<file path="src/hw/rtl/unfd_pkg.sv">
// Shared types and constants for the serial frame deframer.
`timescale 1ns / 1ps

package unfd_pkg;

  // Result kinds
  localparam logic [2:0] KIND_PAYLOAD = 3'd0;
  localparam logic [2:0] KIND_LINK    = 3'd1;
  localparam logic [2:0] KIND_MAC     = 3'd2;
  localparam logic [2:0] KIND_UNKNOWN = 3'd3;
  localparam logic [2:0] KIND_DROP    = 3'd4;

  // Message type codes
  localparam logic [7:0] TYPE_MAC    = 8'd0;
  localparam logic [7:0] TYPE_LINK   = 8'd1;
  localparam logic [7:0] TYPE_PACKET = 8'd3;

  // Sync pattern U, N, U
  localparam logic [7:0] SYNC_U = 8'h55;
  localparam logic [7:0] SYNC_N = 8'h4E;
  localparam logic [1:0] SYNC_LAST = 2'd2;

  localparam logic [15:0] MAX_LEN_RESET = 16'd1536;

  typedef enum logic [5:0] {
    PH_HUNT    = 6'b000001,
    PH_TYPE    = 6'b000010,
    PH_LINK    = 6'b000100,
    PH_MAC     = 6'b001000,
    PH_PLEN    = 6'b010000,
    PH_PAYLOAD = 6'b100000
  } phase_t;

  typedef struct packed {
    logic [2:0] kind;
    logic [7:0] data;
    logic [7:0] mac_index;
    logic       last;
  } res_t;

  // Expected byte at each position of the sync pattern
  function automatic logic [7:0] sync_byte(input logic [1:0] pos);
    logic [7:0] val;
    case (pos)
      2'd1:    val = SYNC_N;
      default: val = SYNC_U;
    endcase
    return val;
  endfunction

endpackage

</file>
<file path="src/hw/rtl/uart_nic_frame_deframer.sv">
// Top level of the serial-link frame deframer (sync hunt, type decode, payload out).
// Pipeline: a beat accepted is held in the input register, then its result beat (if any)
//   is held in the result register, from which it is taken.
// Throughput: one input beat per cycle; the input register advances whenever the
//   result register is empty or being drained in the same cycle.
// Reset (rst, synchronous): parser back to sync hunt, all counters zero, both
//   stages empty, max_packet_len back to 1536.
`timescale 1ns / 1ps

module uart_nic_frame_deframer #(
  parameter int LENGTH_FIELD_BYTES = 4
) (
  input  logic        clk,
  input  logic        rst,
  // input beats
  input  logic        in_valid,
  output logic        in_ready,
  input  logic [7:0]  rx_byte,
  // result beats
  output logic        out_valid,
  input  logic        out_ready,
  output logic [2:0]  out_kind,
  output logic [7:0]  out_byte,
  output logic [7:0]  mac_index,
  output logic        last_of_packet,
  // max_packet_len register
  input  logic        cfg_wr_en,
  input  logic [15:0] cfg_wr_data
);

  logic           stage_valid;
  logic [7:0]     stage_byte;
  logic           advance;
  logic           free;
  logic           res_valid;
  unfd_pkg::res_t res;
  unfd_pkg::res_t out_res;
  logic [15:0]    max_packet_len;

  // Largest accepted payload; the user must write it only while the datapath is idle (not enforced here).
  always_ff @(posedge clk) begin
    if (rst) begin
      max_packet_len <= unfd_pkg::MAX_LEN_RESET;
    end else if (cfg_wr_en) begin
      max_packet_len <= cfg_wr_data;
    end
  end

  // A held byte is processed once the result register can take whatever it
  // produces; bytes that produce no result still wait, keeping order simple.
  assign advance = stage_valid && free;

  unfd_in_stage u_in (
    .clk        (clk),
    .rst        (rst),
    .in_valid   (in_valid),
    .in_ready   (in_ready),
    .rx_byte    (rx_byte),
    .advance    (advance),
    .stage_valid(stage_valid),
    .stage_byte (stage_byte)
  );

  // Parser state steps once per processed byte.
  unfd_core #(
    .LENGTH_FIELD_BYTES(LENGTH_FIELD_BYTES)
  ) u_core (
    .clk           (clk),
    .rst           (rst),
    .step          (advance),
    .stage_byte    (stage_byte),
    .max_packet_len(max_packet_len),
    .res_valid     (res_valid),
    .res           (res)
  );

  unfd_out_stage u_out (
    .clk      (clk),
    .rst      (rst),
    .load     (advance && res_valid),
    .res      (res),
    .free     (free),
    .out_valid(out_valid),
    .out_ready(out_ready),
    .out_res  (out_res)
  );

  assign out_kind       = out_res.kind;
  assign out_byte       = out_res.data;
  assign mac_index      = out_res.mac_index;
  assign last_of_packet = out_res.last;

  // Drop flag always closes a packet.
  a_drop_is_last: assert property (@(posedge clk) disable iff (rst)
    out_valid && out_kind == unfd_pkg::KIND_DROP |-> last_of_packet)
    else $error("drop beat without last flag");

  // Only MAC beats carry a position.
  a_mac_index_zero: assert property (@(posedge clk) disable iff (rst)
    out_valid && out_kind != unfd_pkg::KIND_MAC |-> mac_index == 8'd0)
    else $error("nonzero mac_index on non-MAC beat");

  // Back-pressure on the input only comes from a held byte.
  a_ready_when_empty: assert property (@(posedge clk) disable iff (rst)
    !stage_valid |-> in_ready)
    else $error("input stalled with empty stage");

  // Both stages come out of reset empty.
  a_reset_empty: assert property (@(posedge clk)
    rst |=> !out_valid && !stage_valid)
    else $error("stage valid after reset");

endmodule

</file>
<file path="src/hw/rtl/unfd_in_stage.sv">
// Input register stage holding one received byte.
`timescale 1ns / 1ps

module unfd_in_stage (
  input  logic       clk,
  input  logic       rst,
  input  logic       in_valid,
  output logic       in_ready,
  input  logic [7:0] rx_byte,
  input  logic       advance,
  output logic       stage_valid,
  output logic [7:0] stage_byte
);

  assign in_ready = !stage_valid || advance;

  always_ff @(posedge clk) begin
    if (rst) begin
      stage_valid <= 1'b0;
    end else if (in_valid && in_ready) begin
      stage_valid <= 1'b1;
    end else if (advance) begin
      stage_valid <= 1'b0;
    end
  end

  always_ff @(posedge clk) begin
    if (in_valid && in_ready) begin
      stage_byte <= rx_byte;
    end
  end

endmodule

</file>
<file path="src/hw/rtl/unfd_core.sv">
// Frame parser state and per-byte result logic.
`timescale 1ns / 1ps

module unfd_core #(
  parameter int LENGTH_FIELD_BYTES = 4
) (
  input  logic              clk,
  input  logic              rst,
  input  logic              step,
  input  logic [7:0]        stage_byte,
  input  logic [15:0]       max_packet_len,
  output logic              res_valid,
  output unfd_pkg::res_t    res
);

  localparam int LEN_W = 8 * LENGTH_FIELD_BYTES;
  localparam int LBR_W = $clog2(LENGTH_FIELD_BYTES + 1);
  localparam int CMP_W = (LEN_W > 16) ? LEN_W : 16;

  unfd_pkg::phase_t phase, phase_next;
  logic [1:0]       sync_matched, sync_matched_next;
  logic [7:0]       mac_length, mac_length_next;
  logic [7:0]       mac_count, mac_count_next;
  logic [LBR_W-1:0] length_bytes_read, length_bytes_read_next;
  logic [LEN_W-1:0] payload_length, payload_length_next;
  logic [LEN_W-1:0] payload_count, payload_count_next;

  logic [LEN_W-1:0] len_asm;
  logic [LEN_W-1:0] count_inc;
  logic             oversize;
  logic             at_last;

  assign count_inc = payload_count + LEN_W'(1);
  assign at_last   = (count_inc == payload_length);
  assign oversize  = CMP_W'(payload_length) > CMP_W'(max_packet_len);

  always_comb begin
    len_asm = payload_length;
    for (int i = 0; i < LENGTH_FIELD_BYTES; i++) begin
      if (length_bytes_read == LBR_W'(i)) begin
        len_asm[8*i +: 8] = stage_byte;
      end
    end
  end

  always_comb begin
    phase_next             = phase;
    sync_matched_next      = sync_matched;
    mac_length_next        = mac_length;
    mac_count_next         = mac_count;
    length_bytes_read_next = length_bytes_read;
    payload_length_next    = payload_length;
    payload_count_next     = payload_count;
    res_valid              = 1'b0;
    res                    = '{kind: unfd_pkg::KIND_PAYLOAD, data: 8'h00,
                               mac_index: 8'h00, last: 1'b0};
    case (phase)
      unfd_pkg::PH_HUNT: begin
        if (stage_byte == unfd_pkg::sync_byte(sync_matched)) begin
          if (sync_matched == unfd_pkg::SYNC_LAST) begin
            sync_matched_next = 2'd0;
            phase_next        = unfd_pkg::PH_TYPE;
          end else begin
            sync_matched_next = sync_matched + 2'd1;
          end
        end else begin
          sync_matched_next = 2'd0;
        end
      end
      unfd_pkg::PH_TYPE: begin
        if (stage_byte == unfd_pkg::TYPE_MAC) begin
          phase_next = unfd_pkg::PH_MAC;
        end else if (stage_byte == unfd_pkg::TYPE_LINK) begin
          phase_next = unfd_pkg::PH_LINK;
        end else if (stage_byte == unfd_pkg::TYPE_PACKET) begin
          phase_next             = unfd_pkg::PH_PLEN;
          length_bytes_read_next = '0;
          payload_length_next    = '0;
          payload_count_next     = '0;
        end else begin
          res_valid = 1'b1;
          res.kind  = unfd_pkg::KIND_UNKNOWN;
          res.data  = stage_byte;
        end
      end
      unfd_pkg::PH_LINK: begin
        phase_next = unfd_pkg::PH_HUNT;
        res_valid  = 1'b1;
        res.kind   = unfd_pkg::KIND_LINK;
        res.data   = {7'd0, (stage_byte != 8'd0)};
      end
      unfd_pkg::PH_MAC: begin
        if (mac_length == 8'd0) begin
          mac_length_next = stage_byte;
          mac_count_next  = 8'd0;
        end else if (mac_count < mac_length) begin
          res_valid      = 1'b1;
          res.kind       = unfd_pkg::KIND_MAC;
          res.data       = stage_byte;
          res.mac_index  = mac_count;
          mac_count_next = mac_count + 8'd1;
        end else begin
          // trailing byte swallowed
          mac_length_next = 8'd0;
          mac_count_next  = 8'd0;
          phase_next      = unfd_pkg::PH_HUNT;
        end
      end
      unfd_pkg::PH_PLEN: begin
        payload_length_next    = len_asm;
        length_bytes_read_next = length_bytes_read + LBR_W'(1);
        if (length_bytes_read == LBR_W'(LENGTH_FIELD_BYTES - 1)) begin
          if (len_asm == '0) begin
            length_bytes_read_next = '0;
            payload_length_next    = '0;
            payload_count_next     = '0;
            phase_next             = unfd_pkg::PH_HUNT;
          end else begin
            phase_next = unfd_pkg::PH_PAYLOAD;
          end
        end
      end
      unfd_pkg::PH_PAYLOAD: begin
        payload_count_next = count_inc;
        if (at_last) begin
          length_bytes_read_next = '0;
          payload_length_next    = '0;
          payload_count_next     = '0;
          phase_next             = unfd_pkg::PH_HUNT;
        end
        if (oversize) begin
          if (at_last) begin
            res_valid = 1'b1;
            res.kind  = unfd_pkg::KIND_DROP;
            res.last  = 1'b1;
          end
        end else begin
          res_valid = 1'b1;
          res.kind  = unfd_pkg::KIND_PAYLOAD;
          res.data  = stage_byte;
          res.last  = at_last;
        end
      end
      default: begin
        phase_next        = unfd_pkg::PH_HUNT;
        sync_matched_next = 2'd0;
      end
    endcase
  end

  always_ff @(posedge clk) begin
    if (rst) begin
      phase             <= unfd_pkg::PH_HUNT;
      sync_matched      <= 2'd0;
      mac_length        <= 8'd0;
      mac_count         <= 8'd0;
      length_bytes_read <= '0;
      payload_length    <= '0;
      payload_count     <= '0;
    end else if (step) begin
      phase             <= phase_next;
      sync_matched      <= sync_matched_next;
      mac_length        <= mac_length_next;
      mac_count         <= mac_count_next;
      length_bytes_read <= length_bytes_read_next;
      payload_length    <= payload_length_next;
      payload_count     <= payload_count_next;
    end
  end

endmodule

</file>
<file path="src/hw/rtl/unfd_out_stage.sv">
// Result register driving the output channel.
`timescale 1ns / 1ps

module unfd_out_stage (
  input  logic           clk,
  input  logic           rst,
  input  logic           load,
  input  unfd_pkg::res_t res,
  output logic           free,
  output logic           out_valid,
  input  logic           out_ready,
  output unfd_pkg::res_t out_res
);

  assign free = !out_valid || out_ready;

  always_ff @(posedge clk) begin
    if (rst) begin
      out_valid <= 1'b0;
    end else if (load) begin
      out_valid <= 1'b1;
    end else if (out_ready) begin
      out_valid <= 1'b0;
    end
  end

  always_ff @(posedge clk) begin
    if (load) begin
      out_res <= res;
    end
  end

endmodule

</file>
<file path="config.mk">
export PLATFORM = sky130hd
export DESIGN_NAME = uart_nic_frame_deframer
export DESIGN_NICKNAME = d
export VERILOG_FILES = /design/src/hw/rtl/unfd_pkg.sv /design/src/hw/rtl/uart_nic_frame_deframer.sv /design/src/hw/rtl/unfd_in_stage.sv /design/src/hw/rtl/unfd_core.sv /design/src/hw/rtl/unfd_out_stage.sv
export SDC_FILE = /design/constraint.sdc
export NUM_CORES = 1
export LEC_CHECK = 0
export BUFFER_PORTS_ARGS = -buffer_cell sky130_fd_sc_hd__buf_2
export CAP_MARGIN = 20
export CELL_PAD_IN_SITES_DETAIL_PLACEMENT = 0
export CELL_PAD_IN_SITES_GLOBAL_PLACEMENT = 1
export CORE_MARGIN = 4
export CORE_UTILIZATION = 44
export CTS_BUF_LIST = sky130_fd_sc_hd__clkbuf_4
export DETAILED_ROUTE_END_ITERATION = 10
export GPL_ROUTABILITY_DRIVEN = 0
export GPL_TIMING_DRIVEN = 1
export PLACE_DENSITY_LB_ADDON = 0.1
export SETUP_SLACK_MARGIN = 0.15
export SLEW_MARGIN = 20
export SYNTH_ARGS = -nofsm -noshare
export SYNTH_HDL_FRONTEND = slang
export SYNTH_SLANG_ARGS = --single-unit
</file>
<file path="constraint.sdc">
create_clock -name clk -period 3.47 [get_ports clk]
set_input_delay 0.694 -clock clk [delete_from_list [all_inputs] [get_ports clk]]
set_output_delay 0.694 -clock clk [all_outputs]
set_load 0.005 [all_outputs]
</file>
Word level (Yosys, flattened, before mapping)
Index checks and enable logic that the tools add are counted.
{"block": "classes", "addsub": 4, "magnitude_cmp": 2, "eq_ne": 27, "muxes": 64, "bitwise_logic": 3, "n_reduce_logical": 23}
{"cell": "$mux W32", "count": 9}
{"cell": "$pmux W32 S3", "count": 2}
{"cell": "$mux W8", "count": 10}
{"cell": "$mux W6", "count": 10}
{"cell": "$pmux W11 S4", "count": 1}
{"cell": "$add A32 B1 Y32 const B", "count": 1}
{"cell": "$eq A32 B32 Y1", "count": 1}
{"cell": "$gt A32 B16 Y1", "count": 1}
{"cell": "$logic_not A32 Y1", "count": 1}
{"cell": "$pmux W6 S5", "count": 1}
{"cell": "$mux W3", "count": 8}
{"cell": "$mux W11", "count": 2}
{"cell": "$mux W19", "count": 1}
{"cell": "$mux W18", "count": 1}
{"cell": "$logic_not A8 Y1", "count": 2}
{"cell": "$ne A2 B1 Y1 const B", "count": 7}
{"cell": "$mux W1", "count": 12}
{"cell": "$mux W10", "count": 1}
{"cell": "$pmux W3 S3", "count": 1}
{"cell": "$add A8 B1 Y8 const B", "count": 1}
{"cell": "$eq A8 B1 Y1 const B", "count": 1}
{"cell": "$eq A8 B2 Y1 const B", "count": 1}
{"cell": "$eq A8 B8 Y1", "count": 1}
{"cell": "$lt A8 B8 Y1", "count": 1}
{"cell": "33 further kinds", "count": 46}
{"block": "totals", "ff_bits": 137, "input_bits": 29, "output_inout_bits": 22, "word_cells": 138}

Depth between registers and ports, before layout
{"block": "depth", "word_depth": 7, "depth_mapped": 13, "depth_no_buf": 10}

Modules after synthesis
From an unflattened synthesis, not the netlist that was laid out.
{"block": "unflattened", "hier_cells": 993, "hier_area_um2": 8220.4}
{"module": "unfd_core", "n_inst": 1, "cells_per_inst": 902, "area_each_um2": 6682.7}
{"module": "unfd_out_stage", "n_inst": 1, "cells_per_inst": 24, "area_each_um2": 646.9}
{"module": "uart_nic_frame_deframer", "n_inst": 1, "cells_per_inst": 54, "area_each_um2": 595.6}
{"module": "unfd_in_stage", "n_inst": 1, "cells_per_inst": 13, "area_each_um2": 295.3}

Least setup slack after synthesis
OpenSTA, ideal clock, no wires.
{"block": "synth_path", "kind": "reg2reg", "from": "reg u_core.payload_count[1]", "to": "reg u_out.out_res[0] (netlist name)", "arrival_time_ps": 3183, "required_time_ps": 3090, "slack_ps": -93, "stages_incl_launch_ff": 11, "path_buffers": 1, "cell_sequence": "dfxtp_1 > ha_1 > nand3_4 > or4_1 > buf_2 > nor3b_2 > o21ai_1 > or4_1 > nor3_1 > o2111a_1 > o31a_1"}
{"block": "synth_between", "elab_chain_len": 6}
{"item": "start: declaration", "line": "unfd_core.sv:26", "rtl": "logic [LEN_W-1:0] payload_count, payload_count_next;"}
{"item": "start signal: assignment", "line": "unfd_core.sv:167", "rtl": "payload_count <= payload_count_next;"}
{"item": "$add A32 B1 Y32", "line": "unfd_core.sv:33", "rtl": "assign count_inc = payload_count + LEN_W'(1);"}
{"item": "$eq A32 B32 Y1", "line": "unfd_core.sv:34", "rtl": "assign at_last = (count_inc == payload_length);"}
{"item": "$mux W1", "line": "unfd_core.sv:132", "rtl": "if (at_last) begin"}
{"item": "$mux W1", "line": "unfd_core.sv:131", "rtl": "if (oversize) begin"}
{"item": "$pmux W1 S4", "line": "unfd_core.sv:57", "rtl": "case (phase)"}
{"item": "$logic_and A1 B1 Y1", "line": "uart_nic_frame_deframer.sv:80", "rtl": ".load (advance && res_valid),"}
{"item": "net u_out.load", "line": "unfd_out_stage.sv:7", "rtl": "input logic load,"}
The timed path passes the listed nets, and every way through them passes these cells.
A chain may end at the register's enable or synchronous reset.

Final worst setup path
{"block": "layout_path", "from": "reg u_core.payload_count[6]", "to": "reg u_core.payload_length[16]"}
{"block": "layout_between", "elab_chain_len": 4}
{"item": "$add A32 B1 Y32", "line": "unfd_core.sv:33"}
{"item": "$eq A32 B32 Y1", "line": "unfd_core.sv:34"}
{"item": "$ne A2 B1 Y1 (no line)"}
{"item": "$reduce_and A6 Y1 (no line)"}
{"item": "end signal: assignment", "line": "unfd_core.sv:166", "rtl": "payload_length <= payload_length_next;"}
{"item": "end: declaration", "line": "unfd_core.sv:25", "rtl": "logic [LEN_W-1:0] payload_length, payload_length_next;"}
Every way passes these cells.

==> impl_metrics.toml <==
[final_layout]
finalInstanceArea_mm2 = 0.01004
layout-area-overhead-vs-synth_pct = 21.03
mostFrequentLayoutCells = "sky130_fd_sc_hd__buf_4, sky130_fd_sc_hd__dfxtp_1, sky130_fd_sc_hd__nand2_1"
final_layout_size_suffix_gt1_share_pct = 24.63
finalCoreUtilization_pct = 54.98
fill_cells = 1656
nets_final = 1133
mostFrequentLayoutCell = "sky130_fd_sc_hd__buf_4"

[worst_setup_path]
worst_path_class_setup = "reg -> reg"
startpoint_type = "flip-flop"
critical_path_depth = 12
cell_depth_of_the_worst_flop_to_flop_path = 12
critical_path.cell_chain = "buf_6 > nand4_1 > or4_4 > nor2_4 > buf_6 > a31oi_4 > a2111o_1 > or4_4 > buf_8 > a211oi_4 > buf_4 > o32ai_1"
critPathBufInv = 4
critPathTopFamily = "simple AND/OR/NAND/NOR gates"
crit_required_ps = 3890
reg2reg_setup_slack_ps = 180
cp_slowest_stage_delay_ps = 630
critical_path_peak_fanout = 6
reg2reg_to = "u_core.payload_length[16]"
setup.worst_path.start = "u_core.payload_count[6]"
timing.critical_path.to_type = "flip-flop"
rr_startpoint = "u_core.payload_count[6]"
worst_setup_path_endpoint = "u_core.payload_length[16]"
cp_max_delay_cell = "sky130_fd_sc_hd__or4_4"
crit_arrival_ps = 3710

[synth]
synth-seq-area-share_pct = 36.42
syn_avg_cell_area_um2 = 8.745
synth_enable_flop_cells = 28
ffs_latches_synth = 137
dominantRegCellSynth = "sky130_fd_sc_hd__dfxtp_1"
netlist-cell-type-count = 83
synthesis.instances = 949
ys_async_sr_fraction_pct = 0
yosys_warnings = 0
syn-cell-area_mm2 = 0.008299
syn-num-nets = 1007

[run]
max_cap_viol_count = 0

[cts]
cts_inserted_buffers = 17
postCtsHoldBufs = 0
cts.sinks = 137
cts.htree.levels = 4
cts_tree = "built"
clkTransAtPathRegs_ps = 130
cts_buffer_depth = 2
cts_root_buffer = "sky130_fd_sc_hd__clkbuf_4"
clk-insertion-delay-late_ps = 550

[route]
routed_wirelength_mm = 25.49
dr.pass1.iters = 6
ant_nets = 0
vias_per_cell = 6.028
detailedRoute.firstIterationViolations = 584
route.vias.total = 7945
wl_per_cell_um = 19.34
remaining_drc_errors = 0

[sta]
fin_skew_ps = 20.78
final-hold-violation-count = 0
layout_worst_path_cycle_share_pct = 94.91
setup_viol_count_final = 0
finalWorstPathRequiredPeriod_ps = 3293
clock.fmax_mhz = 303.6
grt_setup_unrepaired = "yes"
timing.final.max_slew_violations = 0
worstMarginPinSlew_ps = 813.1
slew_headroom_pct = 45.29

[floorplanning]
starting_density_of_the_core_pct = 45.43
core_area_mm2 = 0.01827
floorplan.die_area_mm2 = 0.02112
floorplan.io_pins = 51
site_row_count = 49
die_height_um = 145.3
die-width_um = 145.3

[power_and_ir_drop]
power.leakage_nw = 4.044
irDropWorstVdd_mv = 0.2926
power.density_cell_area_mw_per_mm2 = 280.2

[placement]
port-buffer-count = 50
dp_hpwl_mm = 18.84
dpl-instance-area_mm2 = 0.009454

[global_routing]
first_global_vias = 7807
overflow = 0
pin_count_of_the_biggest_net_entering_global_routing = 47
grt_antenna_before_repair = 1
first_pass_grt_wire_length_mm = 41.02
grt_resource_usage_total_pct = 23.70

[hold_path]
min-delay-path-class = "in -> reg"

[run_status]
run_status = "finished clean"
## registers in the layout (all words and copies together), names as in the netlist
name / cells
u_in.stage_byte: 8
u_out.out_res: 20
u_core.phase: 6
u_out.out_valid: 1
u_core.length_bytes_read: 3
u_core.mac_count: 8
u_core.mac_length: 8
u_in.stage_valid: 1
u_core.sync_matched: 2
u_core.payload_length: 32
u_core.payload_count: 32
max_packet_len: 16
## cells in the mapped netlist, types with 11 or more instances
cell | instances | area share (%)
sky130_fd_sc_hd__nand2_1 | 77 | 3.5
sky130_fd_sc_hd__o21ai_0 | 23 | 1.4
sky130_fd_sc_hd__ha_1 | 29 | 4.4
sky130_fd_sc_hd__a21oi_1 | 30 | 1.8
sky130_fd_sc_hd__buf_2 | 11 | 0.66
sky130_fd_sc_hd__nand4_1 | 25 | 1.9
sky130_fd_sc_hd__dfxtp_1 | 109 | 26
sky130_fd_sc_hd__nand3_1 | 28 | 1.7
sky130_fd_sc_hd__mux2i_1 | 21 | 2.5
sky130_fd_sc_hd__xor2_1 | 21 | 2.2
sky130_fd_sc_hd__nand2b_1 | 14 | 1.1
sky130_fd_sc_hd__and3_1 | 30 | 2.3
sky130_fd_sc_hd__clkbuf_1 | 36 | 1.6
sky130_fd_sc_hd__inv_1 | 58 | 2.6
sky130_fd_sc_hd__o32ai_1 | 24 | 2.5
sky130_fd_sc_hd__a22oi_1 | 27 | 2.4
sky130_fd_sc_hd__nor3_1 | 18 | 1.1
sky130_fd_sc_hd__and2_1 | 18 | 1.4
sky130_fd_sc_hd__o31ai_1 | 23 | 2.1
sky130_fd_sc_hd__nor2b_1 | 12 | 0.90
sky130_fd_sc_hd__nor2_1 | 67 | 3.0
sky130_fd_sc_hd__xnor2_1 | 24 | 2.5
sky130_fd_sc_hd__nor4_1 | 25 | 1.9
sky130_fd_sc_hd__edfxtp_1 | 28 | 10
## metrics by stage
stage / instances / total power, mW / worst slack, ps / hold slack, ps / setup TNS (ps)
floorplan: 949 / 1.773 / 141.5 / 450.9 / 0
global placement: 1272 / 1.838 / -116.4 / 469.8 / -3434
detailed placement: 1272 / 1.842 / -177.3 / 475.2 / -6146
CTS: 1311 / 2.837 / 154.6 / 273.9 / 0
global route: 1318 / 2.947 / 71.28 / 246.4 / 0
finish: 1318 / 2.815 / 176.5 / 317.8 / 0
## logic make-up (layout without fill, tap and decap cells)
group / count (synthesis) / after routing / synth area share (%)
mux: 22 / 22 / 2.668
buf+inv: 123 / 262 / 6.498
fa+ha+maj: 30 / 30 / 4.493
xor+xnor: 47 / 47 / 5.292
compound gates: 222 / 222 / 20.01
other cells: 0 / 1 / 0
flops: 137 / 137 / 36.42
simple gates: 368 / 368 / 24.62
## what timing repair did
| item | 4_1_cts | 5_1_grt |
|---|---|---|
| resized for setup | 16 | 44 |
| pin swaps | 11 | 15 |
| buffers inserted | 7 | 6 |
| setup endpoints to repair | 88 | 90 |
## worst min path at each step
stage,start,end,cells after the start,slack [ps]
2_1_floorplan,u_core.payload_length[27],u_core.payload_length[27],2,450
3_3_place_gp,u_core.payload_length[25],u_core.payload_length[25],2,470
3_5_place_dp,u_core.payload_length[25],u_core.payload_length[25],2,480
4_1_cts,rx_byte[1],u_in.stage_byte[1],1,270
5_1_grt,rx_byte[0],u_in.stage_byte[0],1,250
6_report,rx_byte[0],u_in.stage_byte[0],1,320
## worst reg2reg max path: stages, from the launching register on
cell and delay [ps]:
sky130_fd_sc_hd__dfxtp_2 380, sky130_fd_sc_hd__buf_6 100, sky130_fd_sc_hd__nand4_1 110, sky130_fd_sc_hd__or4_4 630, sky130_fd_sc_hd__nor2_4 140, sky130_fd_sc_hd__buf_6 120
sky130_fd_sc_hd__a31oi_4 70, sky130_fd_sc_hd__a2111o_1 390, sky130_fd_sc_hd__or4_4 580, sky130_fd_sc_hd__buf_8 170, sky130_fd_sc_hd__a211oi_4 270, sky130_fd_sc_hd__buf_4 170
sky130_fd_sc_hd__o32ai_1 70
## final cells by class
type / instances / area [µm²] / area share, %
clock inverters: 15 / 126.4 / 1.258
repair buffers: 171 / 1241 / 12.36
multi-input cells: 689 / 4990 / 49.68
diodes: 1 / 2.502 / 0.02491
clock buffers: 17 / 127.6 / 1.271
flip-flops and latches: 137 / 3049 / 30.36
well taps: 229 / 286.5 / 2.853
inverters: 59 / 221.5 / 2.205
## metal layers
metal | wire length, µm | up-vias | track usage, %
li1 | - | 3781 | -
met3 | 1657 | 43 | 4.671
met4 | 478 | 0 | 6.648
met5 | 0 | - | 0
met2 | 12160 | 318 | 39.03
met1 | 11190 | 3803 | 31.88
## report_power, final
part	total (mW)	internal, mW	switching (mW)
Combinational	0.148	0.0525	0.0951
Sequential	1.66	1.64	0.0231
Clock	1.01	0.354	0.653
Power figures use the tool's default switching activity.
